$ cat src/rtl/ehd_pkg.sv
`default_nettype none
package ehd_pkg;

    localparam int BUFFER_BYTES = 4096;

    localparam logic [31:0] LOW_MASK  = 32'h0000_1fff;
    localparam logic [31:0] HIGH_MASK = 32'hffff_e000;
    localparam int          TRUNC_SHIFT = 13;

    localparam int VAL_W      = 34;
    localparam int DIGIT_W    = 7;
    localparam int LEB_DIGITS = (VAL_W + DIGIT_W - 1) / DIGIT_W;
    localparam int LEN_W      = $clog2(LEB_DIGITS + 1);
    localparam int NSEG       = 3;
    localparam int TOTAL_W    = $clog2(NSEG * LEB_DIGITS + 1);
    localparam int SUM_W      = 17;
    localparam logic [SUM_W-1:0] SIZE_LIMIT = SUM_W'(BUFFER_BYTES - 8);

    localparam logic [7:0] LEB_CONT = 8'h80;
    localparam logic [7:0] LEB_MASK = 8'h7f;

    typedef enum logic [1:0] {
        ST_IDLE,
        ST_DELTA,
        ST_FORMAT,
        ST_EMIT
    } t_state;

    typedef struct packed {
        logic [NSEG-1:0][VAL_W-1:0] val;
        logic [NSEG-1:0][LEN_W-1:0] len;
        logic [1:0]                 nseg;
    } t_seg_load;

    // Number of LEB128 bytes a value needs: highest non-zero digit plus one.
    function automatic logic [LEN_W-1:0] leb_len(input logic [VAL_W-1:0] v);
        logic [LEB_DIGITS*DIGIT_W-1:0] w;
        logic [LEN_W-1:0]              n;
        w = (LEB_DIGITS*DIGIT_W)'(v);
        n = LEN_W'(1);
        for (int d = 1; d < LEB_DIGITS; d++) begin
            if (w[DIGIT_W*d +: DIGIT_W] != '0) begin
                n = LEN_W'(d + 1);
            end
        end
        return n;
    endfunction

endpackage
`default_nettype wire

$ cat src/rtl/ehd_fmt.sv
`default_nettype none
module ehd_fmt (
    input  wire logic [15:0]          i_code,
    input  wire logic [11:0]          i_size,
    input  wire logic [31:0]          i_delta,
    input  wire logic                 i_same,
    output ehd_pkg::t_seg_load        o_seg,
    output logic                      o_drop
);
    import ehd_pkg::*;

    logic                 coarse;
    logic [TOTAL_W-1:0]   total;
    logic [SUM_W-1:0]     sum;

    always_comb begin
        coarse = (i_delta & LOW_MASK) == '0;
        o_seg  = '0;
        if (i_same) begin
            if (coarse) begin
                o_seg.val[0] = VAL_W'(i_delta >> (TRUNC_SHIFT - 2)) | VAL_W'(2);
            end else begin
                o_seg.val[0] = {i_delta, 2'b00};
            end
            o_seg.nseg = 2'd1;
        end else begin
            o_seg.val[0] = VAL_W'({i_code, coarse, 1'b1});
            o_seg.val[1] = VAL_W'(i_size);
            o_seg.val[2] = coarse ? VAL_W'(i_delta >> TRUNC_SHIFT) : VAL_W'(i_delta);
            o_seg.nseg   = 2'd3;
        end
        for (int s = 0; s < NSEG; s++) begin
            o_seg.len[s] = leb_len(o_seg.val[s]);
        end
        total = TOTAL_W'(o_seg.len[0]);
        if (!i_same) begin
            total = total + TOTAL_W'(o_seg.len[1]) + TOTAL_W'(o_seg.len[2]);
        end
        sum    = SUM_W'(total) + SUM_W'(i_size);
        o_drop = sum > SIZE_LIMIT;
    end

endmodule
`default_nettype wire

$ cat src/rtl/ehd_leb_ser.sv
`default_nettype none
module ehd_leb_ser (
    input  wire logic                 i_clk,
    input  wire logic                 i_rst_n,
    input  wire logic                 i_load,
    input  wire ehd_pkg::t_seg_load   i_seg,
    input  wire logic                 i_advance,
    output logic [7:0]                o_byte,
    output logic                      o_last
);
    import ehd_pkg::*;

    logic [NSEG-1:0][VAL_W-1:0] r_val;
    logic [NSEG-1:0][LEN_W-1:0] r_len;
    logic [1:0]                 r_nseg;
    logic                       seg_end;

    assign seg_end = r_len[0] == LEN_W'(1);
    assign o_byte  = seg_end ? (8'(r_val[0][DIGIT_W-1:0]) & LEB_MASK)
                             : (8'(r_val[0][DIGIT_W-1:0]) | LEB_CONT);
    assign o_last  = seg_end && (r_nseg == 2'd1);

    always_ff @(posedge i_clk) begin
        if (!i_rst_n) begin
            r_nseg <= '0;
        end else if (i_load) begin
            r_nseg <= i_seg.nseg;
        end else if (i_advance && seg_end && r_nseg != '0) begin
            r_nseg <= r_nseg - 2'd1;
        end
    end

    // One 7-bit digit leaves per accepted item; at a segment end the queue moves up.
    always_ff @(posedge i_clk) begin
        if (i_load) begin
            r_val <= i_seg.val;
            r_len <= i_seg.len;
        end else if (i_advance) begin
            if (seg_end) begin
                for (int s = 0; s < NSEG - 1; s++) begin
                    r_val[s] <= r_val[s+1];
                    r_len[s] <= r_len[s+1];
                end
            end else begin
                r_val[0] <= r_val[0] >> DIGIT_W;
                r_len[0] <= r_len[0] - LEN_W'(1);
            end
        end
    end

endmodule
`default_nettype wire

$ cat src/rtl/event_header_delta_leb128_encoder_core.sv
`default_nettype none
// Event header encoder: delta time stamps written as unsigned LEB128 bytes.
// Input channel (i_valid / o_ready) takes one event item: code, payload size,
// time stamp, low-resolution flag and history-restart flag. Output channel
// (o_valid / i_ready) returns the header as 1 to 10 byte items, with
// o_last_byte set on the final byte of each header.
// An accepted event first passes a state that forms the time delta, then a state
// that chooses the header format and byte counts and loads the 7-bit digit shift
// register; its first byte is then shown, and one byte leaves per cycle while
// i_ready is high, the shift register sending the bytes one at a time.
// o_ready is high only while no event is in progress.
// An event whose header plus payload would not fit the buffer gives no byte
// and leaves history untouched, apart from a requested restart.
// When the receiver stalls, the current byte is held and the shifter waits.
// Reset (synchronous, active low) clears the previous code, size and time
// and leaves the block ready for a new event.
module event_header_delta_leb128_encoder_core (
    input  wire logic        i_clk,
    input  wire logic        i_rst_n,
    input  wire logic        i_valid,
    output logic             o_ready,
    input  wire logic [15:0] i_event_code,
    input  wire logic [11:0] i_payload_size,
    input  wire logic [31:0] i_time_now,
    input  wire logic        i_low_res,
    input  wire logic        i_restart_history,
    output logic             o_valid,
    input  wire logic        i_ready,
    output logic [7:0]       o_header_byte,
    output logic             o_last_byte
);
    import ehd_pkg::*;

    t_state      r_state, n_state;
    logic [15:0] r_code;
    logic [11:0] r_size;
    logic [31:0] r_time;
    logic        r_low_res;
    logic [15:0] r_prev_code;
    logic [11:0] r_prev_size;
    logic [31:0] r_prev_time;
    logic [31:0] r_tq;
    logic [31:0] r_delta;
    logic [31:0] n_tq;

    t_seg_load   seg;
    logic        drop;
    logic        same;
    logic        in_acc;
    logic        out_acc;
    logic        ser_load;

    assign in_acc  = i_valid && o_ready;
    assign out_acc = o_valid && i_ready;
    assign same    = (r_code == r_prev_code) && (r_size == r_prev_size);

    // Truncate only where the time cannot step backwards.
    always_comb begin
        n_tq = r_time;
        if (r_low_res && (((r_prev_time & LOW_MASK) == '0) ||
                          ((r_prev_time & HIGH_MASK) != (r_time & HIGH_MASK)))) begin
            n_tq = r_time & HIGH_MASK;
        end
    end

    always_comb begin
        n_state = r_state;
        case (r_state)
            ST_IDLE:   if (in_acc) n_state = ST_DELTA;
            ST_DELTA:  n_state = ST_FORMAT;
            ST_FORMAT: n_state = drop ? ST_IDLE : ST_EMIT;
            ST_EMIT:   if (out_acc && o_last_byte) n_state = ST_IDLE;
            default:   n_state = ST_IDLE;
        endcase
    end

    always_comb begin
        o_ready  = 1'b0;
        o_valid  = 1'b0;
        ser_load = 1'b0;
        case (r_state)
            ST_IDLE:   o_ready  = 1'b1;
            ST_DELTA:  ;
            ST_FORMAT: ser_load = !drop;
            ST_EMIT:   o_valid  = 1'b1;
            default:   ;
        endcase
    end

    always_ff @(posedge i_clk) begin
        if (!i_rst_n) begin
            r_state <= ST_IDLE;
        end else begin
            r_state <= n_state;
        end
    end

    // History: a restart is applied at acceptance, so it stands even if dropped.
    always_ff @(posedge i_clk) begin
        if (!i_rst_n) begin
            r_prev_code <= '0;
            r_prev_size <= '0;
            r_prev_time <= '0;
        end else if (in_acc && i_restart_history) begin
            r_prev_code <= '0;
            r_prev_size <= '0;
            r_prev_time <= '0;
        end else if (ser_load) begin
            r_prev_code <= r_code;
            r_prev_size <= r_size;
            r_prev_time <= r_tq;
        end
    end

    always_ff @(posedge i_clk) begin
        if (in_acc) begin
            r_code    <= i_event_code;
            r_size    <= i_payload_size;
            r_time    <= i_time_now;
            r_low_res <= i_low_res;
        end
        if (r_state == ST_DELTA) begin
            r_tq    <= n_tq;
            r_delta <= n_tq - r_prev_time;
        end
    end

    ehd_fmt u_fmt (
        .i_code  (r_code),
        .i_size  (r_size),
        .i_delta (r_delta),
        .i_same  (same),
        .o_seg   (seg),
        .o_drop  (drop)
    );

    ehd_leb_ser u_ser (
        .i_clk     (i_clk),
        .i_rst_n   (i_rst_n),
        .i_load    (ser_load),
        .i_seg     (seg),
        .i_advance (out_acc),
        .o_byte    (o_header_byte),
        .o_last    (o_last_byte)
    );

`ifndef SYNTHESIS
    a_one_at_a_time: assert property (@(posedge i_clk) disable iff (!i_rst_n)
        !(o_ready && o_valid))
        else $error("input taken while a header is being sent");

    a_no_byte_after_accept: assert property (@(posedge i_clk) disable iff (!i_rst_n)
        in_acc |=> !o_valid)
        else $error("header byte shown before the delta was formed");

    a_last_has_no_cont: assert property (@(posedge i_clk) disable iff (!i_rst_n)
        (o_valid && o_last_byte) |-> !o_header_byte[7])
        else $error("final header byte carries a continuation bit");

    a_ready_after_last: assert property (@(posedge i_clk) disable iff (!i_rst_n)
        (out_acc && o_last_byte) |=> o_ready)
        else $error("block not ready after the final header byte");
`endif

endmodule
`default_nettype wire
$ cat config.mk
export PLATFORM = sky130hd
export DESIGN_NAME = event_header_delta_leb128_encoder_core
export DESIGN_NICKNAME = d
export VERILOG_FILES = /design/src/rtl/ehd_pkg.sv /design/src/rtl/ehd_fmt.sv /design/src/rtl/ehd_leb_ser.sv /design/src/rtl/event_header_delta_leb128_encoder_core.sv
export SDC_FILE = /design/constraint.sdc
export NUM_CORES = 1
export LEC_CHECK = 0
export ABC_CLOCK_PERIOD_IN_PS = 8600
export BUFFER_PORTS_ARGS = -buffer_cell sky130_fd_sc_hd__buf_4
export CAP_MARGIN = 5
export CORE_MARGIN = 1.5
export CORE_UTILIZATION = 55
export CTS_BUF_LIST = sky130_fd_sc_hd__clkbuf_4
export DETAILED_ROUTE_END_ITERATION = 10
export GPL_ROUTABILITY_DRIVEN = 1
export PLACE_DENSITY = 0.77
export SYNTH_ARGS = -nofsm -noshare
export SYNTH_HDL_FRONTEND = slang
export SYNTH_SLANG_ARGS = --single-unit
$ cat constraint.sdc
create_clock -name i_clk -period 8.6 [get_ports i_clk]
set_clock_uncertainty 0.15 [all_clocks]
set_input_delay 0.43 -clock i_clk [delete_from_list [all_inputs] [get_ports i_clk]]
set_output_delay 0.43 -clock i_clk [all_outputs]
set_load 0.02 [all_outputs]
==> summary.md <==
Clock tree
• worst skew pair latency: 670 ps
• depth of the CTS H-tree: 3
• Inserted Clock Buffers: 76
• sinks on the clock net: 296
• clock tree from TritonCTS: done
• CTS-repair resized insts: 0
• Clock Pin Slew Worst Setup and Hold Paths: 70 ps
• Longest Clk Path Bufs: 3
• master cell of the clock root buffer: clkbuf_4

Global route
• largest net degree at the start of global routing: 108
• number of global-route vias before repair: 9818
• total global routing overflow: 0
• global-route wire length before repair: 50200 µm
• initial antenna violation count: 1
• total routing resource utilization after global routing: 24.9%

Setup path
• cell type of the slowest stage on the worst timing path: buf_4
• biggest fanout along the worst timing path: 81
• crit path DAT: 7650 ps
• cell family with the largest share of critical-path delay: buffers and inverters
• delay of the slowest cell on the worst path: 700 ps
• type of element capturing the critical path: flip-flop
• cells along the critical path: xor2_1 > nor4_1 > nand4_1 > nor4_4 > buf_4 > nor2_1 > a21oi_1 > a21oi_1 > fa_1 > inv_1 > ha_1 > fa_1 > inv_1 > o21ai_0 > ha_1 > nor2b_1 > o21ai_0 > nand2b_1 > and3_1 > o21ai_1 > o2111ai_4 > inv_4 > a21o_1 > buf_4
• Required @ worst endpoint: 8710 ps
• Worst setup SP type: flip-flop
• Crit Path Class: flip-flop to flip-flop
• Critical path buffers and inverters: 5

Die
• area of the core: 24400 µm²
• die footprint: 25900 µm²
• Die Span X: 161 µm
• initial core utilization: 56.2%
• die span in y: 161 µm
• number of placement rows: 57
• ports placed on the boundary: 77

Power and ir drop
• Int Power: 0.00280 W
• power per unit of standard cell area: 244 nW/µm²
• Lkg Pwr: 6.05 nW
• switching share of power: 29.1%
• Net Sw Power: 0.00115 W
• share of power burned in registers: 48.5%
• power share of the clock group: 31.6%
• combinational share of power: 19.9%
• peak ir drop on the vdd network: 0.160 mV

Run
• Max-cap violations: 0

STA
• RSZ-0062 raised after global routing: false
• final period utilization: 87.7%
• number of pins exceeding their max-slew limit in the final report: 0
• post-route setup TNS: 0 ps
• worst setup margin: 1060 ps
• Max Freq: 0.133 GHz
• Slew @ Worst Pin: 1240 ps
• endpoints failing hold: 0
• Worst slew margin: 16.9%
• Final Critical Period: 7540 ps
• number of setup violations in the final report: 0

Route
• router iterations before antenna repair: 5
• routed via count divided by cell count: 5.48
• violation count after the first detailed-routing iteration: 864
• DR vias: 9875
• drt drc: 0
• Final Routed Wirelength: 31300 µm
• remaining antenna violation count: 0
• average routed wire per standard cell: 17.4 µm

Final layout
• layout cell share with drive strength beyond 1: 15.8%
• commonest cells after routing, fill and taps aside: edfxtp_1, nand2_1, a21oi_1
• FILL cells: 1850
• P&R area growth vs syn: 17.9%
• Design Area, Final: 16200 µm²
• leading cell type in the layout, fill and taps excluded: edfxtp_1
• Post-layout nets: 1530

Yosys
• dominant register cell in the synthesized netlist: edfxtp_1
• count of unique library cells instantiated by Yosys: 63
• Synthesis Warnings: 0
• sequential cell area fraction in the yosys report: 60.2%
• FF+latch count, synth: 296
• summed instance area of the synthesized netlist: 13700 µm²
• count of flip-flops with a built-in enable after synthesis: 232
• async set or reset register ratio after synthesis: 0%
• biggest area contributors in the synthesized netlist: edfxtp_1, dfxtp_1, nand2_1, a21oi_1, ha_1
• portion of synthesized cell area occupied by the leading cell type: 50.8%
• Synth Instances: 1255
• average footprint of a synthesized cell: 10.9 µm²
• Post-Syn Nets: 1367
• leading area contributor after synthesis: edfxtp_1

Placement
• DP Worst Slack: 1230 ps
• routability cong.: 0.885
• HPWL after detailed placement: 20500 µm
• count of input and output buffers: 76
• cell area reported after detailed placement: 14500 µm²

Run status
• outcome: finished, final reports clean

Worst hold path
• worst hold path class: input pin to flip-flop

==> worst min-delay path, stage by stage <==
cell and delay, ps:
buf_4 130, nand2_1 50, a21o_1 130, o21a_1 100
==> path summary, 6_finish.rpt <==
check	slack (ps)	end	depth (start not counted)	startpoint
max	1060	u_ser.r_val[1]	24	r_size[11]
min	70	r_state[1]	4	i_ready
max reg2reg	1060	u_ser.r_val[1]	24	r_size[11]
min reg2reg	300	r_prev_time[21]	2	r_prev_time[21]
==> layout make-up <==
type                       instances  area (µm²)  share of cell area [%]
clock inverter                    17         121                   0.751
inverter                          53         201                    1.25
sequential                       296        8250                    51.1
tap                              324         405                    2.51
clock buffer                     120         901                    5.58
multi-input combinational        843        5010                    31.0
timing repair buffer             148        1270                    7.84
antenna                            1        2.50                  0.0155
==> cell usage after synthesis (3+ instances only) <==
cell type	count
a211oi_1	5
a21o_1	23
a21oi_1	131
a31oi_1	28
a41oi_1	5
and2_1	37
and3_1	4
buf_1	4
buf_2	12
buf_4	7
clkbuf_1	40
dfxtp_1	64
edfxtp_1	232
fa_1	4
ha_1	42
inv_1	50
mux2i_1	11
nand2_1	222
nand2b_1	6
nand3_1	18
nand3b_1	14
nand4_1	12
nor2_1	94
nor2b_1	19
nor3_1	11
nor4_1	8
o211ai_1	3
o21a_1	12
o21ai_0	27
o21ai_1	3
o31a_1	3
or3_1	6
xnor2_1	36
xor2_1	27
==> sequential cells by signal, indices dropped and copies added, names as in the netlist <==
register and count:
r_code 16, r_delta 32, r_low_res 1, r_prev_code 16
r_prev_size 12, r_prev_time 32, r_size 12, r_state 2
r_time 32, r_tq 32, u_ser.r_len 9, u_ser.r_nseg 2
u_ser.r_val 98
==> power groups by stage <==
stage	logic [W]	clock network, W	registers (W)
2_1_floorplan	0.000555	0	0.00190
3_3_place_gp	0.000741	0	0.00193
3_5_place_dp	0.000757	0	0.00194
4_1_cts	0.000782	0.00127	0.00191
5_1_grt	0.000876	0.00135	0.00193
6_report	0.000785	0.00125	0.00191
==> stage by stage <==
step / utilization [%] / total power, W / hold slack (ps) / std cells
floorplan: - / 0.00245 / 281 / 1255
global placement: 59.5 / 0.00267 / 292 / 1602
detailed placement: 59.5 / 0.00270 / 297 / 1602
CTS: 66.2 / 0.00397 / 37.6 / 1801
global route: 66.2 / 0.00416 / 84.8 / 1802
finish: 66.2 / 0.00394 / 74.5 / 1802
==> layer usage <==
layer | up-vias | track usage, % | share of wire (%)
met2 | 399 | 40.3 | 48
li1 | 4805 | - | -
met3 | 83 | 6.04 | 8.0
met1 | 4588 | 32.0 | 41
met5 | - | 0 | 0
met4 | 0 | 11.2 | 3.5
==> cell families after synthesis <==
family / count (synthesis) / synth area share, %
DFF: 296 / 60.2
buffers and inverters: 116 / 3.48
xor gates and xnor gates: 63 / 4.03
adders and majority gates: 46 / 4.42
and+or+nand+nor: 461 / 15.5
muxes: 12 / 0.913
AOI/OAI and AO/OA: 261 / 11.5
==> timing repair <==
item                                    in CTS  in global routing
hold buffers                                62                  0
endpoints found under the hold margin       65                  0
endpoints found under the setup margin       0                  0
buffers inserted                             0                  0
Power figures use the tool's default switching activity.
